$ cat config.mk
export PLATFORM = sky130hd
export DESIGN_NAME = wav_chunk_stream_parser
export DESIGN_NICKNAME = d
export VERILOG_FILES = /design/src/hdl/wcsp_pkg.sv /design/src/hdl/wcsp_front.sv /design/src/hdl/wcsp_queue.sv /design/src/hdl/wcsp_back.sv /design/src/hdl/wav_chunk_stream_parser.sv
export SDC_FILE = /design/constraint.sdc
export NUM_CORES = 1
export LEC_CHECK = 0
export BUFFER_PORTS_ARGS = -buffer_cell sky130_fd_sc_hd__buf_2
export CAP_MARGIN = 20
export CELL_PAD_IN_SITES_DETAIL_PLACEMENT = 0
export CELL_PAD_IN_SITES_GLOBAL_PLACEMENT = 1
export CORE_ASPECT_RATIO = 2
export CORE_MARGIN = 5
export CORE_UTILIZATION = 35
export DETAILED_ROUTE_END_ITERATION = 7
export PLACE_DENSITY = 0.75
export SYNTH_ARGS = -nofsm -noshare
export SYNTH_HDL_FRONTEND = slang
export SYNTH_SLANG_ARGS = --single-unit
$ cat constraint.sdc
create_clock -name i_clk -period 18.8 [get_ports i_clk]
set_clock_uncertainty 0.1 [all_clocks]
set_input_delay 0 -clock i_clk [delete_from_list [all_inputs] [get_ports i_clk]]
set_output_delay 0 -clock i_clk [all_outputs]
set_load 0.01 [all_outputs]
$ cat src/hdl/wcsp_pkg.sv
// ----------------------------------------------------------------------------
// WAV chunk stream parser package
// Shared types and constants for the byte-serial WAV header parser.
// ----------------------------------------------------------------------------
package wcsp_pkg;

    localparam logic [31:0] TAG_RIFF = 32'h52494646;
    localparam logic [31:0] TAG_WAVE = 32'h57415645;
    localparam logic [31:0] TAG_DATA = 32'h64617461;
    localparam logic [31:0] TAG_LIST = 32'h4C495354;
    localparam logic [31:0] TAG_JUNK = 32'h4A554E4B;
    localparam logic [31:0] TAG_FMT  = 32'h666D7420;
    localparam logic [32:0] FMT_MIN  = 33'd16;

    localparam logic [1:0] KIND_HEADER  = 2'd0;
    localparam logic [1:0] KIND_PAYLOAD = 2'd1;
    localparam logic [1:0] KIND_ERROR   = 2'd2;
    localparam logic [1:0] KIND_IGNORED = 2'd3;

    localparam logic [2:0] ERR_NONE      = 3'd0;
    localparam logic [2:0] ERR_BAD_RIFF  = 3'd1;
    localparam logic [2:0] ERR_BAD_WAVE  = 3'd2;
    localparam logic [2:0] ERR_UNKNOWN   = 3'd3;
    localparam logic [2:0] ERR_SHORT_FMT = 3'd4;

    localparam logic [32:0] CONSUMED_RESET = 33'd4;

    typedef enum logic [2:0] {
        TG_RIFF,
        TG_WAVE,
        TG_FMT,
        TG_DATA,
        TG_SKIP,
        TG_OTHER
    } t_tag;

    typedef enum logic [1:0] {
        CT_FMT,
        CT_DATA,
        CT_SKIP
    } t_chunk;

    typedef struct packed {
        logic [7:0] data;
        logic       file_start;
        t_tag       tag;
    } t_q_entry;

endpackage

$ cat src/hdl/wcsp_front.sv
// ----------------------------------------------------------------------------
// WAV chunk stream parser front end
// Accepts bytes and classifies the four-byte window that ends at each byte.
// ----------------------------------------------------------------------------
module wcsp_front
    import wcsp_pkg::*;
(
    input  logic       i_clk,
    input  logic       i_rst_n,
    input  logic       i_in_valid,
    input  logic [7:0] i_in_byte,
    input  logic       i_file_start,
    input  logic       i_q_full,
    output logic       o_in_stall,
    output logic       o_push,
    output t_q_entry   o_entry
);

    logic [23:0] r_hist;
    logic [23:0] n_hist;
    logic [31:0] window;
    t_tag        tag;

    assign o_in_stall = i_q_full;
    assign o_push     = i_in_valid && !i_q_full;
    assign window     = {r_hist, i_in_byte};
    assign n_hist     = window[23:0];

    always_comb begin
        priority if (window == TAG_RIFF) begin
            tag = TG_RIFF;
        end else if (window == TAG_WAVE) begin
            tag = TG_WAVE;
        end else if (window == TAG_FMT) begin
            tag = TG_FMT;
        end else if (window == TAG_DATA) begin
            tag = TG_DATA;
        end else if (window == TAG_LIST || window == TAG_JUNK) begin
            tag = TG_SKIP;
        end else begin
            tag = TG_OTHER;
        end
    end

    assign o_entry = '{data: i_in_byte, file_start: i_file_start, tag: tag};

    always_ff @(posedge i_clk) begin
        if (!i_rst_n) begin
            r_hist <= '0;
        end else if (o_push) begin
            r_hist <= n_hist;
        end
    end

endmodule

$ cat src/hdl/wcsp_queue.sv
// ----------------------------------------------------------------------------
// WAV chunk stream parser queue
// Short first-in first-out queue between the front end and the parser core.
// ----------------------------------------------------------------------------
module wcsp_queue
    import wcsp_pkg::*;
#(
    parameter int DEPTH = 4
) (
    input  logic     i_clk,
    input  logic     i_rst_n,
    input  logic     i_push,
    input  t_q_entry i_entry,
    input  logic     i_pop,
    output logic     o_full,
    output logic     o_valid,
    output t_q_entry o_entry
);

    localparam int PW = (DEPTH > 1) ? $clog2(DEPTH) : 1;
    localparam int CW = $clog2(DEPTH + 1);
    localparam logic [PW-1:0] LAST_PTR = PW'(DEPTH - 1);
    localparam logic [CW-1:0] FULL_CNT = CW'(DEPTH);

    t_q_entry      r_mem [DEPTH];
    logic [PW-1:0] r_wr_ptr;
    logic [PW-1:0] n_wr_ptr;
    logic [PW-1:0] r_rd_ptr;
    logic [PW-1:0] n_rd_ptr;
    logic [CW-1:0] r_count;
    logic [CW-1:0] n_count;
    logic          do_push;
    logic          do_pop;

    assign o_full  = (r_count == FULL_CNT);
    assign o_valid = (r_count != '0);
    assign o_entry = r_mem[r_rd_ptr];
    assign do_push = i_push && !o_full;
    assign do_pop  = i_pop && o_valid;

    always_comb begin
        n_wr_ptr = r_wr_ptr;
        n_rd_ptr = r_rd_ptr;
        n_count  = r_count;
        if (do_push) begin
            n_wr_ptr = (r_wr_ptr == LAST_PTR) ? '0 : r_wr_ptr + PW'(1);
        end
        if (do_pop) begin
            n_rd_ptr = (r_rd_ptr == LAST_PTR) ? '0 : r_rd_ptr + PW'(1);
        end
        if (do_push && !do_pop) begin
            n_count = r_count + CW'(1);
        end else if (do_pop && !do_push) begin
            n_count = r_count - CW'(1);
        end
    end

    always_ff @(posedge i_clk) begin
        if (do_push) begin
            r_mem[r_wr_ptr] <= i_entry;
        end
    end

    always_ff @(posedge i_clk) begin
        if (!i_rst_n) begin
            r_wr_ptr <= '0;
            r_rd_ptr <= '0;
            r_count  <= '0;
        end else begin
            r_wr_ptr <= n_wr_ptr;
            r_rd_ptr <= n_rd_ptr;
            r_count  <= n_count;
        end
    end

endmodule

$ cat src/hdl/wcsp_back.sv
// ----------------------------------------------------------------------------
// WAV chunk stream parser core
// Runs the RIFF/WAVE parse one queued byte per cycle, while the output is not stalled, into an output register.
// ----------------------------------------------------------------------------
module wcsp_back
    import wcsp_pkg::*;
(
    input  logic        i_clk,
    input  logic        i_rst_n,
    input  logic        i_q_valid,
    input  t_q_entry    i_q_entry,
    output logic        o_q_pop,
    input  logic        i_out_stall,
    output logic        o_out_valid,
    output logic [1:0]  o_kind,
    output logic [7:0]  o_payload_byte,
    output logic        o_payload_last,
    output logic [15:0] o_channel_count,
    output logic [31:0] o_sample_rate,
    output logic [15:0] o_bits_per_sample,
    output logic [31:0] o_data_bytes,
    output logic [2:0]  o_error_code
);

    typedef enum logic [9:0] {
        PH_RIFF  = 10'b00_0000_0001,
        PH_RSIZE = 10'b00_0000_0010,
        PH_WAVE  = 10'b00_0000_0100,
        PH_TAG   = 10'b00_0000_1000,
        PH_SIZE  = 10'b00_0001_0000,
        PH_FMT   = 10'b00_0010_0000,
        PH_SKIP  = 10'b00_0100_0000,
        PH_DATA  = 10'b00_1000_0000,
        PH_DONE  = 10'b01_0000_0000,
        PH_ERR   = 10'b10_0000_0000
    } t_phase;

    t_phase      r_phase, n_phase, cur_phase;
    logic [31:0] r_cnt, n_cnt, cur_cnt;
    logic [31:0] r_riff, n_riff, cur_riff;
    logic [32:0] r_consumed, n_consumed, cur_consumed;
    logic [31:0] r_chunk_size, n_chunk_size, cur_chunk_size;
    t_chunk      r_chunk_type, n_chunk_type, cur_chunk_type;
    logic [15:0] r_channels, n_channels, cur_channels;
    logic [31:0] r_rate, n_rate, cur_rate;
    logic [15:0] r_bits, n_bits, cur_bits;
    logic [31:0] r_data_size, n_data_size, cur_data_size;
    logic [2:0]  r_error, n_error, cur_error;

    logic        r_out_valid;
    logic [1:0]  r_kind, n_kind;
    logic [7:0]  r_pay, n_pay;
    logic        r_last, n_last;

    logic        fs;
    logic [7:0]  b;
    logic [32:0] cnt_inc;
    logic [33:0] fin_sum;
    logic [32:0] fin_consumed;
    logic        fin_done;
    logic        wave_done;

    assign o_q_pop = i_q_valid && (!r_out_valid || !i_out_stall);
    assign fs      = i_q_entry.file_start;
    assign b       = i_q_entry.data;

    always_comb begin
        cur_phase      = fs ? PH_RIFF : r_phase;
        cur_cnt        = fs ? '0 : r_cnt;
        cur_riff       = fs ? '0 : r_riff;
        cur_consumed   = fs ? CONSUMED_RESET : r_consumed;
        cur_chunk_size = fs ? '0 : r_chunk_size;
        cur_chunk_type = fs ? CT_FMT : r_chunk_type;
        cur_channels   = fs ? '0 : r_channels;
        cur_rate       = fs ? '0 : r_rate;
        cur_bits       = fs ? '0 : r_bits;
        cur_data_size  = fs ? '0 : r_data_size;
        cur_error      = fs ? ERR_NONE : r_error;
    end

    assign cnt_inc      = {1'b0, cur_cnt} + 33'd1;
    assign fin_sum      = {1'b0, cur_consumed} + 34'd8 + {2'b00, n_chunk_size};
    assign fin_consumed = fin_sum[33] ? '1 : fin_sum[32:0];
    assign fin_done     = (fin_consumed >= {1'b0, cur_riff});
    assign wave_done    = (cur_consumed >= {1'b0, cur_riff});

    always_comb begin
        n_phase      = cur_phase;
        n_cnt        = cur_cnt;
        n_riff       = cur_riff;
        n_consumed   = cur_consumed;
        n_chunk_type = cur_chunk_type;
        n_channels   = cur_channels;
        n_rate       = cur_rate;
        n_bits       = cur_bits;
        n_data_size  = cur_data_size;
        n_error      = cur_error;
        n_kind       = KIND_HEADER;
        n_pay        = '0;
        n_last       = 1'b0;
        n_chunk_size = cur_chunk_size;
        if (cur_phase == PH_SIZE) begin
            n_chunk_size[cur_cnt[1:0]*8 +: 8] = b;
        end else if (cur_phase == PH_TAG && cur_cnt[1:0] == 2'd3) begin
            n_chunk_size = '0;
        end

        unique case (cur_phase)
            PH_RIFF, PH_WAVE, PH_TAG: begin
                if (cur_cnt[1:0] != 2'd3) begin
                    n_cnt = cnt_inc[31:0];
                end else begin
                    n_cnt = '0;
                    if (cur_phase == PH_RIFF) begin
                        if (i_q_entry.tag != TG_RIFF) begin
                            n_error = ERR_BAD_RIFF;
                            n_phase = PH_ERR;
                            n_kind  = KIND_ERROR;
                        end else begin
                            n_phase = PH_RSIZE;
                        end
                    end else if (cur_phase == PH_WAVE) begin
                        if (i_q_entry.tag != TG_WAVE) begin
                            n_error = ERR_BAD_WAVE;
                            n_phase = PH_ERR;
                            n_kind  = KIND_ERROR;
                        end else begin
                            n_phase = wave_done ? PH_DONE : PH_TAG;
                        end
                    end else begin
                        unique case (i_q_entry.tag)
                            TG_FMT: begin
                                n_chunk_type = CT_FMT;
                                n_phase      = PH_SIZE;
                            end
                            TG_DATA: begin
                                n_chunk_type = CT_DATA;
                                n_phase      = PH_SIZE;
                            end
                            TG_SKIP: begin
                                n_chunk_type = CT_SKIP;
                                n_phase      = PH_SIZE;
                            end
                            default: begin
                                n_error = ERR_UNKNOWN;
                                n_phase = PH_ERR;
                                n_kind  = KIND_ERROR;
                            end
                        endcase
                    end
                end
            end
            PH_RSIZE: begin
                n_riff[cur_cnt[1:0]*8 +: 8] = b;
                if (cur_cnt[1:0] != 2'd3) begin
                    n_cnt = cnt_inc[31:0];
                end else begin
                    n_cnt   = '0;
                    n_phase = PH_WAVE;
                end
            end
            PH_SIZE: begin
                if (cur_cnt[1:0] != 2'd3) begin
                    n_cnt = cnt_inc[31:0];
                end else begin
                    n_cnt = '0;
                    if (cur_chunk_type == CT_FMT) begin
                        if ({1'b0, n_chunk_size} < FMT_MIN) begin
                            n_error = ERR_SHORT_FMT;
                            n_phase = PH_ERR;
                            n_kind  = KIND_ERROR;
                        end else begin
                            n_phase = PH_FMT;
                        end
                    end else begin
                        if (cur_chunk_type == CT_DATA) begin
                            n_data_size = n_chunk_size;
                        end
                        if (n_chunk_size == '0) begin
                            n_consumed = fin_consumed;
                            n_phase    = fin_done ? PH_DONE : PH_TAG;
                        end else begin
                            n_phase = (cur_chunk_type == CT_DATA) ? PH_DATA : PH_SKIP;
                        end
                    end
                end
            end
            PH_FMT: begin
                if (cur_cnt[3:1] == 3'd1) begin
                    n_channels[cur_cnt[0]*8 +: 8] = b;
                end else if (cur_cnt[3:2] == 2'd1) begin
                    n_rate[cur_cnt[1:0]*8 +: 8] = b;
                end else if (cur_cnt[3:1] == 3'd7) begin
                    n_bits[cur_cnt[0]*8 +: 8] = b;
                end
                n_cnt = cnt_inc[31:0];
                if (cnt_inc >= FMT_MIN) begin
                    if ({1'b0, cur_chunk_size} <= FMT_MIN) begin
                        n_cnt      = '0;
                        n_consumed = fin_consumed;
                        n_phase    = fin_done ? PH_DONE : PH_TAG;
                    end else begin
                        n_phase = PH_SKIP;
                    end
                end
            end
            PH_SKIP, PH_DATA: begin
                if (cur_phase == PH_DATA) begin
                    n_kind = KIND_PAYLOAD;
                    n_pay  = b;
                end
                n_cnt = cnt_inc[31:0];
                if (cnt_inc >= {1'b0, cur_chunk_size}) begin
                    n_last     = (cur_phase == PH_DATA);
                    n_cnt      = '0;
                    n_consumed = fin_consumed;
                    n_phase    = fin_done ? PH_DONE : PH_TAG;
                end
            end
            default: begin
                n_kind = KIND_IGNORED;
            end
        endcase
    end

    always_ff @(posedge i_clk) begin
        if (!i_rst_n) begin
            r_phase      <= PH_RIFF;
            r_cnt        <= '0;
            r_riff       <= '0;
            r_consumed   <= CONSUMED_RESET;
            r_chunk_size <= '0;
            r_chunk_type <= CT_FMT;
            r_channels   <= '0;
            r_rate       <= '0;
            r_bits       <= '0;
            r_data_size  <= '0;
            r_error      <= ERR_NONE;
            r_out_valid  <= 1'b0;
        end else begin
            if (o_q_pop) begin
                r_phase      <= n_phase;
                r_cnt        <= n_cnt;
                r_riff       <= n_riff;
                r_consumed   <= n_consumed;
                r_chunk_size <= n_chunk_size;
                r_chunk_type <= n_chunk_type;
                r_channels   <= n_channels;
                r_rate       <= n_rate;
                r_bits       <= n_bits;
                r_data_size  <= n_data_size;
                r_error      <= n_error;
                r_out_valid  <= 1'b1;
            end else if (!i_out_stall) begin
                r_out_valid <= 1'b0;
            end
        end
    end

    always_ff @(posedge i_clk) begin
        if (o_q_pop) begin
            r_kind <= n_kind;
            r_pay  <= n_pay;
            r_last <= n_last;
        end
    end

    assign o_out_valid       = r_out_valid;
    assign o_kind            = r_kind;
    assign o_payload_byte    = r_pay;
    assign o_payload_last    = r_last;
    assign o_channel_count   = r_channels;
    assign o_sample_rate     = r_rate;
    assign o_bits_per_sample = r_bits;
    assign o_data_bytes      = r_data_size;
    assign o_error_code      = r_error;

endmodule

$ cat src/hdl/wav_chunk_stream_parser.sv
// ----------------------------------------------------------------------------
// WAV chunk stream parser
// Byte-serial RIFF/WAVE header parser with format capture and data pass-through.
// ----------------------------------------------------------------------------
// One file byte is taken per transaction and exactly one result transaction
// comes out for it, at a sustained rate of one byte per clock while the
// output is not stalled. The front end classifies the tag window of each
// accepted byte into a queue of QUEUE_DEPTH entries, and the parser core
// then pops it and updates its state and the output register together.
// While the output is stalled the queue keeps accepting bytes until it fills.
module wav_chunk_stream_parser
    import wcsp_pkg::*;
#(
    parameter int QUEUE_DEPTH = 4
) (
    input  logic        i_clk,
    input  logic        i_rst_n,
    input  logic        i_in_valid,
    output logic        o_in_stall,
    input  logic [7:0]  i_in_byte,
    input  logic        i_file_start,
    output logic        o_out_valid,
    input  logic        i_out_stall,
    output logic [1:0]  o_kind,
    output logic [7:0]  o_payload_byte,
    output logic        o_payload_last,
    output logic [15:0] o_channel_count,
    output logic [31:0] o_sample_rate,
    output logic [15:0] o_bits_per_sample,
    output logic [31:0] o_data_bytes,
    output logic [2:0]  o_error_code
);

    logic     q_full;
    logic     q_push;
    logic     q_pop;
    logic     q_valid;
    t_q_entry q_in;
    t_q_entry q_out;

    wcsp_front u_front (
        .i_clk        (i_clk),
        .i_rst_n      (i_rst_n),
        .i_in_valid   (i_in_valid),
        .i_in_byte    (i_in_byte),
        .i_file_start (i_file_start),
        .i_q_full     (q_full),
        .o_in_stall   (o_in_stall),
        .o_push       (q_push),
        .o_entry      (q_in)
    );

    wcsp_queue #(
        .DEPTH (QUEUE_DEPTH)
    ) u_queue (
        .i_clk   (i_clk),
        .i_rst_n (i_rst_n),
        .i_push  (q_push),
        .i_entry (q_in),
        .i_pop   (q_pop),
        .o_full  (q_full),
        .o_valid (q_valid),
        .o_entry (q_out)
    );

    wcsp_back u_back (
        .i_clk             (i_clk),
        .i_rst_n           (i_rst_n),
        .i_q_valid         (q_valid),
        .i_q_entry         (q_out),
        .o_q_pop           (q_pop),
        .i_out_stall       (i_out_stall),
        .o_out_valid       (o_out_valid),
        .o_kind            (o_kind),
        .o_payload_byte    (o_payload_byte),
        .o_payload_last    (o_payload_last),
        .o_channel_count   (o_channel_count),
        .o_sample_rate     (o_sample_rate),
        .o_bits_per_sample (o_bits_per_sample),
        .o_data_bytes      (o_data_bytes),
        .o_error_code      (o_error_code)
    );

endmodule

==> results.json <==
{
  "timing.slew.headroom_pct": 23.54,
  "hold_depth": 2,
  "number_of_routed_nets_with_antenna_violations": 0,
  "clock.fmax_mhz": 94.82,
  "worst_slew_pin_slew_ps": 1135,
  "drc": 0,
  "report.final.slew_viol_count": 0,
  "startpoint_type_of_the_worst_setup_path": "flip-flop",
  "final_net_count": 2525,
  "cts_tree": "done",
  "post_synth_fa_ha_maj_area_fraction_pct": 11.35,
  "fraction_of_synthesized_area_in_multiplexers_pct": 1.655,
  "port-buffer-count": 124,
  "die_area_sq_um": 60600,
  "synth_seq_area_share_pct": 37.36,
  "cellPowerDensity_nw_per_um2": 121.3,
  "synth_top_area_cell": "sky130_fd_sc_hd__dfxtp_1",
  "grt_first_pass_wirelength_mm": 110.7,
  "synthSimpleGateAreaFrac_pct": 21.94,
  "unrepaired_setup_endpoints_after_global_routing": "false",
  "final_util_pct": 39.84,
  "mappedNetlistNets": 2452,
  "number_of_diodes_added_for_antenna_fixing": 0,
  "first_global_vias": 18160,
  "dr_total_vias": 18110,
  "cts.sink_count": 333,
  "drt-initial-drc-count": 1156,
  "worstPathMaxFanout": 35,
  "share_of_layout_cells_above_drive_strength_1_pct": 10.84,
  "cts_setup_buffers": 0,
  "synth_top_cell_area_share_pct": 28.24,
  "peakVddDrop_v": 0.00008891,
  "synth-edff-count": 59,
  "post-route-period-util_pct": 56.10,
  "hold_path_class": "in2reg",
  "min_period_ps": 10550,
  "worst-path-stages": 30,
  "grt-ovfl-total": 0,
  "globalplace.congestion": 0.9931,
  "yosys.area_share.xor_xnor_pct": 2.886,
  "critPathKind": "reg2reg",
  "ctsRootBufferMaster": "sky130_fd_sc_hd__clkbuf_16",
  "fp-row-count": 122,
  "die_w_um": 176.6,
  "cts_max_path_buffers": 3,
  "cts-buffers-inserted": 31,
  "clk_pin_slew_worst_paths_ps": 70,
  "critical_path.n_buffers_inverters": 1,
  "timing.critical_path.slowest_stage_cell": "sky130_fd_sc_hd__mux4_4",
  "wirelength_mm": 75.13,
  "post_drt_via_cell_ratio": 5.831,
  "totalNegativeSetupSlack_ps": 0,
  "maxCapViolCount": 0,
  "setup.worst_path.end_class": "flip-flop",
  "critical_path_required_ps": 19250,
  "top_reg_cell_synth": "sky130_fd_sc_hd__dfxtp_1",
  "synth_top_family_by_area": "simple AND/OR/NAND/NOR gates",
  "core_area_sq_um": 55260,
  "synthDistinctLibCells": 81,
  "yosys_register_bits": 333,
  "placed_area_sq_um": 20720,
  "place_hpwl_mm": 58.23,
  "final_design_area_no_fill_sq_um": 22010,
  "synthesis.area_sq_um": 19420,
  "maximum_number_of_pins_on_one_net_before_global_route_repair": 94,
  "critPathArrivalTime_ps": 11000,
  "static-leakage-power_nw": 9.108,
  "post_synth.cell_area_avg_sq_um": 8.580,
  "htree_levels": 1,
  "critical_path.top_delay_family": "compound AO/OA/AOI/OAI gates",
  "layout-area-overhead-vs-synth_pct": 13.33,
  "die_y_um": 343.2,
  "synth-warning-count": 0,
  "drt_first_pass_iters": 5,
  "compound_cell_area_share_of_the_yosys_netlist_pct": 21.00,
  "io-pin-count": 125,
  "worstRegToRegCells": 30,
  "gr-usage-all-layers_pct": 23.97,
  "fin_hold_ws_ps": 70.70,
  "status": "finished clean",
  "initial_utilization_pct": 35.15,
  "final-setup-viol-count": 0,
  "wire_per_inst_um": 24.19,
  "final-hold-violation-count": 0,
  "antenna_violations_before_repair": 0,
  "ys_async_sr_fraction_pct": 0,
  "maximum_single_stage_delay_on_the_critical_path_ps": 900,
  "critical-path-top-cell-by-count": "sky130_fd_sc_hd__a21o_1",
  "post_synth_main_area_contributors": "sky130_fd_sc_hd__dfxtp_1 (28%), sky130_fd_sc_hd__ha_1 (11%), sky130_fd_sc_hd__edfxtp_1 (9.1%), sky130_fd_sc_hd__nor2_1 (5.9%), sky130_fd_sc_hd__a22oi_1 (5.7%)",
  "synthesis.instances": 2264,
  "insertion_delay_to_the_later_sink_of_the_worst_skew_pair_ps": 620
}
[sequential cells by signal, indices dropped and copies added (netlist names), named ones only]
register	cells
u_back.o_payload_byte	8
u_back.r_cnt	32
u_back.r_chunk_type	2
u_queue.r_count	3
u_back.r_consumed	33
u_back.o_channel_count	16
u_queue.r_mem	48
u_back.o_sample_rate	32
u_back.o_error_code	3
u_front.r_hist	24
u_back.r_chunk_size	32
u_queue.r_rd_ptr	2
u_back.o_payload_last	1
u_back.o_data_bytes	32
u_queue.r_wr_ptr	2
u_back.r_riff	32
u_back.r_phase	10
u_back.o_kind	2
u_back.o_out_valid	1
u_back.o_bits_per_sample	16
[synthesized netlist by cell type, types with 20 or more instances]
| cell | number |
|---|---|
| sky130_fd_sc_hd__a211oi_1 | 29 |
| sky130_fd_sc_hd__nand2_1 | 236 |
| sky130_fd_sc_hd__a21oi_1 | 143 |
| sky130_fd_sc_hd__nor4_1 | 20 |
| sky130_fd_sc_hd__a21o_1 | 56 |
| sky130_fd_sc_hd__nand3_1 | 43 |
| sky130_fd_sc_hd__edfxtp_1 | 59 |
| sky130_fd_sc_hd__nor2_1 | 304 |
| sky130_fd_sc_hd__nand4_1 | 35 |
| sky130_fd_sc_hd__a22oi_1 | 148 |
| sky130_fd_sc_hd__ha_1 | 173 |
| sky130_fd_sc_hd__nor3_1 | 45 |
| sky130_fd_sc_hd__clkbuf_1 | 93 |
| sky130_fd_sc_hd__and3_1 | 22 |
| sky130_fd_sc_hd__dfxtp_1 | 274 |
| sky130_fd_sc_hd__xnor2_1 | 46 |
| sky130_fd_sc_hd__nand2b_1 | 37 |
| sky130_fd_sc_hd__o21ai_0 | 66 |
| sky130_fd_sc_hd__inv_1 | 63 |
| sky130_fd_sc_hd__nor2b_1 | 46 |
| sky130_fd_sc_hd__a22o_1 | 30 |
[area by class of cell]
type / instances / area (sq um)
clock buffers: 35 / 800.8
clock inverters: 23 / 369.1
fillers: 5705 / 33240
inverters: 63 / 241.5
multi-input cells: 1743 / 11460
flip-flops and latches: 333 / 7257
well taps: 744 / 930.9
repair buffers: 165 / 958.4
[cells in the final DEF, fill, tap and decap left out, drive strengths merged, types with 12 or more instances in the layout]
master,n
xnor2,46
edfxtp,59
dfxtp,274
o21a,12
and3,22
clkbuf,35
a22oi,148
nor2,304
ha,173
or4,12
nor3,47
a22o,30
nor2b,46
nand2,236
mux4,12
a21o,56
buf,153
dlygate4sd3,12
nand3,43
or2,17
nor4,21
nand2b,37
o21ai,74
a211oi,30
inv,64
a21oi,143
o31ai,13
nand4,35
xor2,18
or3,14
[per-stage QoR]
step | setup slack, ps | total power [mW] | instances
floorplan | 10290 | 1.518 | 2264
global placement | 8436 | 1.914 | 3036
detailed placement | 8239 | 1.925 | 3036
CTS | 8219 | 2.666 | 3106
global route | 7692 | 2.781 | 3106
finish | 8253 | 2.671 | 3106
[power breakdown]
part	leakage (nW)	switching, mW	internal [mW]
clock	0.563	0.308	0.432
sequential	2.77	0.0744	0.789
combinational	5.77	0.778	0.290
[final timing paths]
kind / from / end / slack [ps]
max: flip-flop / u_back.r_phase[3] / 8250
min: i_file_start / u_queue.r_mem[1][3] / 70
max reg2reg: flip-flop / u_back.r_phase[3] / 8250
min reg2reg: u_back.r_consumed[32] / u_back.r_consumed[32] / 360
[timing repair]
item / in CTS / in global routing
hold endpoints to repair: 75 / 0
resized for setup: 0 / 0
hold buffers: 12 / 0
[worst reg2reg max path: cells and delay by family, from the launching register on]
family,cells,cell delay [ps]
buffers and inverters,1,370
AOI/OAI and AO/OA,15,4100
muxes,1,910
DFF,1,850
adders and majority gates,4,1600
and+or+nand+nor,9,2560
[per-layer routing]
metal	GRT usage [%]	vias up	wire length (um)
met2	44.38	663	39080
met1	22.97	8746	24600
met5	0	-	0
met4	21.14	0	8066
met3	2.591	282	3388
li1	-	8420	-
[cells by family (layout without fill, tap and decap cells)]
family          count (synthesis)  count (layout)
fa+ha+maj                     175             175
compound gates                597             597
simple gates                  890             890
xor+xnor                       64              64
mux                            17              17
flops                         333             333
buf+inv                       188             286
(Power assumes the default switching activity.)
